===== src/rtl/cst_pkg.sv =====
// ----------------------------------------------------------------------------
// cst_pkg
// Shared types and constants of the control stanza tokenizer: event codes,
// character codes, the parser flag set and its reset value.
// ----------------------------------------------------------------------------
package cst_pkg;

   localparam int LINE_BITS_DEFAULT = 24;

   localparam logic [7:0] CH_NL    = 8'h0A;
   localparam logic [7:0] CH_COLON = 8'h3A;
   localparam logic [7:0] CH_SPACE = 8'h20;
   localparam logic [7:0] CH_TAB   = 8'h09;

   // end-of-input sequencing: two virtual newlines, then done
   localparam logic [1:0] EOI_DONE_STEP = 2'd2;

   typedef enum logic [3:0] {
      EV_IGNORED    = 4'd0,
      EV_KEY_BYTE   = 4'd1,
      EV_KEY_END    = 4'd2,
      EV_VALUE_BYTE = 4'd3,
      EV_CONT_BYTE  = 4'd4,
      EV_FIELD_END  = 4'd5,
      EV_DROPPED    = 4'd6,
      EV_RECORD_END = 4'd7,
      EV_ERROR      = 4'd8,
      EV_DONE       = 4'd9
   } event_type;

   typedef struct packed {
      logic colon_just_seen;
      logic at_line_start;
      logic first_char_pending;
      logic in_value;
      logic record_has_field;
      logic error_seen;
   } flags_type;

   localparam flags_type FLAGS_RESET = '{
      colon_just_seen:    1'b0,
      at_line_start:      1'b1,
      first_char_pending: 1'b1,
      in_value:           1'b0,
      record_has_field:   1'b0,
      error_seen:         1'b0
   };

endpackage


===== src/rtl/control_stanza_tokenizer_top.sv =====
// ----------------------------------------------------------------------------
// control_stanza_tokenizer_top
// Tokenizer for "Key: value" stanza streams, one event per text byte.
// ----------------------------------------------------------------------------
// Usage:
//   req_* carries one request: a text byte (req_op = 0) or end of input
//   (req_op = 1). rsp_* carries result events; rsp_last marks the final
//   event of a request. csr_write_enable/csr_write_data set strict mode;
//   write it only while the block is idle.
// Flow and throughput:
//   A request lands in an input register; its first event is then
//   registered in the result register. One byte per cycle is sustained
//   while rsp_ready stays high. End of input gives two virtual newlines
//   (unless an error is recorded), then done, from the single result
//   register emitting one event per cycle while it is not stalled.
// Reset:
//   Synchronous reset clears strict mode and both registers and sets the
//   parser flags and line count to reset values (line 1). After done the
//   parser state returns to reset values; strict mode keeps its value.
// Stall:
//   While rsp_ready is low the result register holds; the input register
//   still takes one request, then req_ready drops until the result drains.
// ----------------------------------------------------------------------------
module control_stanza_tokenizer_top
   import cst_pkg::*;
#(
   parameter int LINE_BITS = LINE_BITS_DEFAULT
) (
   input  logic                 clock,
   input  logic                 reset,
   input  logic                 req_valid,
   output logic                 req_ready,
   input  logic                 req_op,
   input  logic [7:0]           req_data_byte,
   output logic                 rsp_valid,
   input  logic                 rsp_ready,
   output logic [3:0]           rsp_event_res,
   output logic [7:0]           rsp_out_byte,
   output logic [LINE_BITS-1:0] rsp_line_number,
   output logic                 rsp_last,
   input  logic                 csr_write_enable,
   input  logic                 csr_write_data
);

   logic                 strict_ff;
   flags_type            flags_ff;
   logic [LINE_BITS-1:0] line_ff;

   logic                 in_valid_ff;
   logic                 in_op_ff;
   logic [7:0]           in_byte_ff;
   logic [1:0]           step_ff;

   logic                 out_valid_ff;
   event_type            out_event_ff;
   logic [7:0]           out_byte_ff;
   logic [LINE_BITS-1:0] out_line_ff;
   logic                 out_last_ff;

   flags_type            feed_flags;
   logic [LINE_BITS-1:0] feed_line;
   event_type            feed_event;
   logic [7:0]           feed_byte;
   logic [7:0]           step_byte;

   logic out_free;
   logic fire;
   logic emit_done;
   logic consume;

   assign step_byte = in_op_ff ? CH_NL : in_byte_ff;

   cst_feed #(
      .LINE_BITS (LINE_BITS)
   ) u_feed (
      .flags       (flags_ff),
      .line_count  (line_ff),
      .strict_mode (strict_ff),
      .data_byte   (step_byte),
      .flags_next  (feed_flags),
      .line_next   (feed_line),
      .event_res   (feed_event),
      .out_byte    (feed_byte)
   );

   assign out_free  = !out_valid_ff || rsp_ready;
   assign fire      = in_valid_ff && out_free;
   assign emit_done = in_op_ff && (flags_ff.error_seen || step_ff == EOI_DONE_STEP);
   assign consume   = fire && (!in_op_ff || emit_done);
   assign req_ready = !in_valid_ff || consume;

   always_ff @(posedge clock) begin
      if (reset) begin
         strict_ff <= 1'b0;
      end else if (csr_write_enable) begin
         strict_ff <= csr_write_data;
      end
   end

   // input register
   always_ff @(posedge clock) begin
      if (reset) begin
         in_valid_ff <= 1'b0;
      end else if (req_valid && req_ready) begin
         in_valid_ff <= 1'b1;
      end else if (consume) begin
         in_valid_ff <= 1'b0;
      end
   end

   always_ff @(posedge clock) begin
      if (req_valid && req_ready) begin
         in_op_ff   <= req_op;
         in_byte_ff <= req_data_byte;
      end
   end

   // parser state and end-of-input sequencing
   always_ff @(posedge clock) begin
      if (reset) begin
         flags_ff <= FLAGS_RESET;
         line_ff  <= LINE_BITS'(1);
         step_ff  <= 2'd0;
      end else if (fire) begin
         if (emit_done) begin
            flags_ff <= FLAGS_RESET;
            line_ff  <= LINE_BITS'(1);
            step_ff  <= 2'd0;
         end else begin
            flags_ff <= feed_flags;
            line_ff  <= feed_line;
            if (in_op_ff) begin
               step_ff <= step_ff + 2'd1;
            end
         end
      end
   end

   // result register
   always_ff @(posedge clock) begin
      if (reset) begin
         out_valid_ff <= 1'b0;
      end else if (fire) begin
         out_valid_ff <= 1'b1;
      end else if (rsp_ready) begin
         out_valid_ff <= 1'b0;
      end
   end

   always_ff @(posedge clock) begin
      if (fire) begin
         if (emit_done) begin
            out_event_ff <= EV_DONE;
            out_byte_ff  <= 8'h00;
            out_line_ff  <= flags_ff.error_seen ? line_ff : '0;
            out_last_ff  <= 1'b1;
         end else begin
            out_event_ff <= feed_event;
            out_byte_ff  <= feed_byte;
            out_line_ff  <= line_ff;
            out_last_ff  <= !in_op_ff;
         end
      end
   end

   assign rsp_valid       = out_valid_ff;
   assign rsp_event_res   = out_event_ff;
   assign rsp_out_byte    = out_byte_ff;
   assign rsp_line_number = out_line_ff;
   assign rsp_last        = out_last_ff;

endmodule


===== src/rtl/cst_feed.sv =====
// ----------------------------------------------------------------------------
// cst_feed
// One tokenizer step: classifies one byte against the current parser flags
// and gives the event, the reported byte and line, and the next flags/line.
// ----------------------------------------------------------------------------
module cst_feed
   import cst_pkg::*;
#(
   parameter int LINE_BITS = LINE_BITS_DEFAULT
) (
   input  flags_type              flags,
   input  logic [LINE_BITS-1:0]   line_count,
   input  logic                   strict_mode,
   input  logic [7:0]             data_byte,
   output flags_type              flags_next,
   output logic [LINE_BITS-1:0]   line_next,
   output event_type              event_res,
   output logic [7:0]             out_byte
);

   always_comb begin
      flags_next = flags;
      line_next  = line_count;
      event_res  = EV_IGNORED;
      out_byte   = 8'h00;

      if (flags.error_seen) begin
         // hold everything, line count frozen
      end else if (data_byte == CH_NL) begin
         flags_next.colon_just_seen = 1'b0;
         if (!flags.at_line_start && !flags.in_value && strict_mode) begin
            flags_next.error_seen = 1'b1;
            event_res             = EV_ERROR;
         end else begin
            if (flags.at_line_start) begin
               if (flags.record_has_field) begin
                  event_res                   = EV_RECORD_END;
                  flags_next.record_has_field = 1'b0;
               end
            end else if (flags.in_value) begin
               event_res                   = EV_FIELD_END;
               flags_next.record_has_field = 1'b1;
            end else begin
               event_res = EV_DROPPED;
            end
            flags_next.at_line_start      = 1'b1;
            flags_next.first_char_pending = 1'b1;
            flags_next.in_value           = 1'b0;
            if (line_count != '1) begin
               line_next = line_count + LINE_BITS'(1);
            end
         end
      end else if (data_byte == CH_COLON && flags.colon_just_seen) begin
         // drop repeated colon after the key
      end else if (data_byte == CH_COLON && !flags.in_value) begin
         flags_next.in_value           = 1'b1;
         flags_next.colon_just_seen    = 1'b1;
         flags_next.at_line_start      = 1'b0;
         flags_next.first_char_pending = 1'b1;
         event_res                     = EV_KEY_END;
      end else begin
         event_res = flags.in_value ? EV_VALUE_BYTE : EV_KEY_BYTE;
         out_byte  = data_byte;
         if (flags.first_char_pending) begin
            if (flags.colon_just_seen) begin
               flags_next.colon_just_seen    = 1'b0;
               flags_next.first_char_pending = 1'b0;
               if (data_byte == CH_SPACE) begin
                  event_res = EV_IGNORED;
                  out_byte  = 8'h00;
               end
            end else if (flags.at_line_start) begin
               flags_next.at_line_start      = 1'b0;
               flags_next.first_char_pending = 1'b0;
               if (data_byte == CH_SPACE || data_byte == CH_TAB) begin
                  if (!flags.record_has_field) begin
                     flags_next.error_seen = 1'b1;
                     event_res             = EV_ERROR;
                     out_byte              = 8'h00;
                  end else begin
                     flags_next.in_value = 1'b1;
                     event_res           = EV_CONT_BYTE;
                  end
               end
            end
         end
      end
   end

endmodule


===== config.mk =====
export PLATFORM = sky130hd
export DESIGN_NAME = control_stanza_tokenizer_top
export DESIGN_NICKNAME = d
export VERILOG_FILES = /design/src/rtl/cst_pkg.sv /design/src/rtl/control_stanza_tokenizer_top.sv /design/src/rtl/cst_feed.sv
export SDC_FILE = /design/constraint.sdc
export NUM_CORES = 1
export LEC_CHECK = 0
export BUFFER_PORTS_ARGS = -buffer_cell sky130_fd_sc_hd__buf_2
export CAP_MARGIN = 10
export CORE_MARGIN = 2
export CORE_UTILIZATION = 45
export CTS_CLUSTER_DIAMETER = 150
export DETAILED_ROUTE_END_ITERATION = 7
export PLACE_DENSITY = 0.66
export SYNTH_ARGS = -nofsm -noshare
export SYNTH_HDL_FRONTEND = slang
export SYNTH_SLANG_ARGS = --single-unit

===== constraint.sdc =====
create_clock -name clock -period 3.7 [get_ports clock]
set_input_delay 0.555 -clock clock [delete_from_list [all_inputs] [get_ports clock]]
set_output_delay 0.555 -clock clock [all_outputs]
set_load 0.1 [all_outputs]

==> flow_metrics.env <==
export IMPL_power_share_sequential_pct=53.3
export IMPL_drt_iter0_drc=236
export IMPL_dp_worst_setup_slack_ns=1.29
export IMPL_ys_seq_area_share_pct=57.2
export IMPL_drc=0
export IMPL_coreArea_um2=7770
export IMPL_postSynthCellCount=334
export IMPL_finalWeightedCongestion=0.895
export IMPL_grt_setup_unrepaired="false"
export IMPL_clk_pin_slew_worst_paths_ns=0.08
export IMPL_netSwitchingPower_uw=579
export IMPL_powerDensity_nw_per_um2=455
export IMPL_stdcell_area_um2=4180
export IMPL_post_route_cells_drive_above_1_share_pct=22.6
export IMPL_run_status="finished, final reports clean"
export IMPL_irDropWorstVdd_mv=0.162
export IMPL_power_switching_fraction_pct=30.5
export IMPL_cts_tree="done"
export IMPL_synthesized_area_fraction_occupied_by_ao_oa_aoi_and_oai_cells_pct=8.46
export IMPL_path_class="flip-flop to flip-flop"
export IMPL_pin_count_of_the_biggest_net_entering_global_routing=40
export IMPL_post_synth_and_or_nand_nor_area_fraction_pct=26.1
export IMPL_finalCritPeriodShare_pct=67.0
export IMPL_portBuffers=53
export IMPL_number_of_antenna_violations_at_the_first_check_in_global_routing=0
export IMPL_hold_buffers=0
export IMPL_synth_edff_count=46
export IMPL_min_delay_path_class="input port to flip-flop"
export IMPL_h_tree_depth=3
export IMPL_met1_wire_length_mm=3.53
export IMPL_power_leakage_nw=1.48
export IMPL_power_combinational_fraction_pct=15.6
export IMPL_worst_slew_pin_transition_ns=0.893
export IMPL_fin_ws_ns=1.22
export IMPL_hold_violations=0
export IMPL_grt_first_pass_wirelength_mm=12.0
export IMPL_globalRoute_totalOverflow=0
export IMPL_routed_top_layer="met4"
export IMPL_finalWorstPathRequiredPeriod_ns=2.48
export IMPL_num_rows=32
export IMPL_via_per_inst=5.37
export IMPL_clock_latency_ns=0.36
export IMPL_yosys_cell_types_count=52
export IMPL_critical_path_max_fanout=7
export IMPL_syn_mean_instance_area_um2=10.9
export IMPL_final_max_slew_viol_count=0
export IMPL_intPower_mw=1.32
export IMPL_root_buffer_master="sky130_fd_sc_hd__clkbuf_8"
export IMPL_final_nets=405
export IMPL_max_freq_mhz=404
export IMPL_die_width_um=93.9
export IMPL_worstPathArrival_ns=2.69
export IMPL_cp_start_kind="flip-flop"
export IMPL_layout_cells_most_common="sky130_fd_sc_hd__buf_2"
export IMPL_fillerInstances=706
export IMPL_ys_ff_latch=81
export IMPL_met2WireLength_mm=3.05
export IMPL_adder_and_majority_cell_fraction_of_the_synthesized_area_pct=0.688
export IMPL_overall_global_routing_usage_pct=17.7
export IMPL_timing_max_cap_violations=0
export IMPL_post_dp_cell_area_um2=4000
export IMPL_layout_common_cells="53 x sky130_fd_sc_hd__buf_2, 46 x sky130_fd_sc_hd__edfxtp_1, 39 x sky130_fd_sc_hd__nor2_1"
export IMPL_detailedPlacementHpwl_mm=4.94
export IMPL_cts_buffers_inserted=9
export IMPL_yosys_most_used_dff="sky130_fd_sc_hd__edfxtp_1"
export IMPL_muxShareOfSynthArea_pct=0.275
export IMPL_synth_xor_area_share_pct=4.82
export IMPL_chipHeight_um=93.9
export IMPL_initial_utilization_pct=46.8
export IMPL_critPathCaptureType="flip-flop"
export IMPL_synth_area_um2=3640
export IMPL_synth_top_family_by_area="simple AND/OR/NAND/NOR gates"
export IMPL_setup_tns_final_ns=0
export IMPL_number_of_detailed_routing_iterations_run_before_antenna_repair=4
export IMPL_synth_nets=351
export IMPL_final_setup_viols=0
export IMPL_power_clock_fraction_pct=31.0
export IMPL_post_cts_setup_buffer_count=0
export IMPL_timing_clock_skew_ns=0.0114
export IMPL_antennaDiodeCount=0
export IMPL_clockBufferDepth=2
export IMPL_area_delta_synth_final_pct=14.9
export IMPL_floorplan_die_area_um2=8820
export IMPL_grt_pass1_vias=2455
export IMPL_worst_slew_margin_rel_pct=40.5
export IMPL_synthArstFlopShare_pct=0
export IMPL_cts_resized=0
export IMPL_ys_warn_count=0
export IMPL_top_level_ports=54
export IMPL_route_met3_wl_um=365
export IMPL_wl_mm=7.12
export IMPL_antenna_violating_nets_post_route=0
export IMPL_vias=2657
export IMPL_cts_sink_count=81
export IMPL_layout_core_utilization_pct=53.8
export IMPL_worstPathRequired_ns=3.92
export IMPL_wire_per_inst_um=14.4
[power by group through the flow]
stage                     clock (mW)  combinational [mW]  sequential [mW]
after global placement             0               0.295             1.03
after global routing           0.647               0.313             1.02
after floorplan                    0              0.0782             1.20
after detailed placement           0               0.298             1.03
final                          0.590               0.297             1.01
after CTS                      0.608               0.299             1.01
[critical path, cell delays in order (launching register included)]
cell	delay [ns]
sky130_fd_sc_hd__dfxtp_1	0.35
sky130_fd_sc_hd__inv_1	0.05
sky130_fd_sc_hd__ha_1	0.21
sky130_fd_sc_hd__o21ai_1	0.47
sky130_fd_sc_hd__nand4_1	0.25
sky130_fd_sc_hd__or4_1	0.60
sky130_fd_sc_hd__and4_1	0.23
sky130_fd_sc_hd__xnor2_1	0.13
sky130_fd_sc_hd__nor2_1	0.05
[state kept, by name, indices dropped and copies added (netlist names)]
signal,flops
rsp_event_res,4
rsp_out_byte,8
in_byte_ff,8
rsp_line_number,24
strict_ff,1
rsp_last,1
flags_ff,6
rsp_valid,1
step_ff,2
line_ff,24
in_valid_ff,1
in_op_ff,1
[synthesized netlist by cell type (2+ instances only)]
cell	count	area [µm²]
sky130_fd_sc_hd__xnor2_1	17	149
sky130_fd_sc_hd__nor2b_1	3	18.8
sky130_fd_sc_hd__a31o_2	2	17.5
sky130_fd_sc_hd__a21o_1	3	22.5
sky130_fd_sc_hd__a21oi_1	17	85.1
sky130_fd_sc_hd__nand2_1	16	60.1
sky130_fd_sc_hd__nor4_2	4	50.1
sky130_fd_sc_hd__edfxtp_1	46	1380
sky130_fd_sc_hd__and2_1	30	188
sky130_fd_sc_hd__o31ai_1	2	15.0
sky130_fd_sc_hd__nor3_1	13	65.1
sky130_fd_sc_hd__buf_2	4	20.0
sky130_fd_sc_hd__nor4b_2	3	45.0
sky130_fd_sc_hd__xor2_1	3	26.3
sky130_fd_sc_hd__and3_1	5	31.3
sky130_fd_sc_hd__inv_1	7	26.3
sky130_fd_sc_hd__nand3b_1	3	22.5
sky130_fd_sc_hd__or3b_2	2	17.5
sky130_fd_sc_hd__and4_1	6	52.6
sky130_fd_sc_hd__o21ai_0	9	45.0
sky130_fd_sc_hd__dfxtp_1	35	701
sky130_fd_sc_hd__nor2_1	39	146
sky130_fd_sc_hd__nand2b_1	4	25.0
sky130_fd_sc_hd__nor4_1	3	18.8
sky130_fd_sc_hd__clkbuf_1	8	30.0
sky130_fd_sc_hd__nand4_1	9	56.3
sky130_fd_sc_hd__or4_1	4	30.0
sky130_fd_sc_hd__ha_1	2	25.0
sky130_fd_sc_hd__nand3_1	12	60.1
[logic make-up after synthesis]
logic type      after synthesis
flops                        81
simple gates                163
buf+inv                      20
mux                           1
compound gates               47
fa+ha+maj                     2
xor+xnor                     20
[worst paths after layout]
path,cells after the start,slack [ns],start,endpoint
setup / recovery,8,1.22,step_ff[0]$_SDFFE_PP0P_,line_ff[18]$_SDFFE_PP0P_
hold / removal,1,0.37,req_data_byte[4],in_byte_ff[4]$_DFFE_PP_
setup reg to reg,8,1.22,step_ff[0]$_SDFFE_PP0P_,line_ff[18]$_SDFFE_PP0P_
hold reg to reg,2,0.51,step_ff[1]$_SDFFE_PP0P_,step_ff[1]$_SDFFE_PP0P_
[through the flow]
stage / power [mW] / hold slack (ns) / std cells
3_5_place_dp: 1.33 / 0.498 / 479
6_report: 1.90 / 0.368 / 495
4_1_cts: 1.92 / 0.352 / 495
2_1_floorplan: 1.28 / 0.456 / 334
5_1_grt: 1.98 / 0.348 / 495
3_3_place_gp: 1.33 / 0.480 / 479
[area by class of cell]
class                   count  area, µm²  area share [%]
flip-flops and latches     81       2080            49.8
clock buffers              12        155            3.71
inverters                   7       26.3           0.629
clock inverters             4       26.3           0.629
repair buffers             56        288            6.89
well taps                 102        128            3.05
multi-input cells         233       1470            35.3
[layer usage]
metal  vias up  track usage, %
li1       1327               -
met1      1235            25.8
met2        83            25.5
met3        12            2.97
met4         0            8.70
met5         -               0
Power figures use the tool's default switching activity.
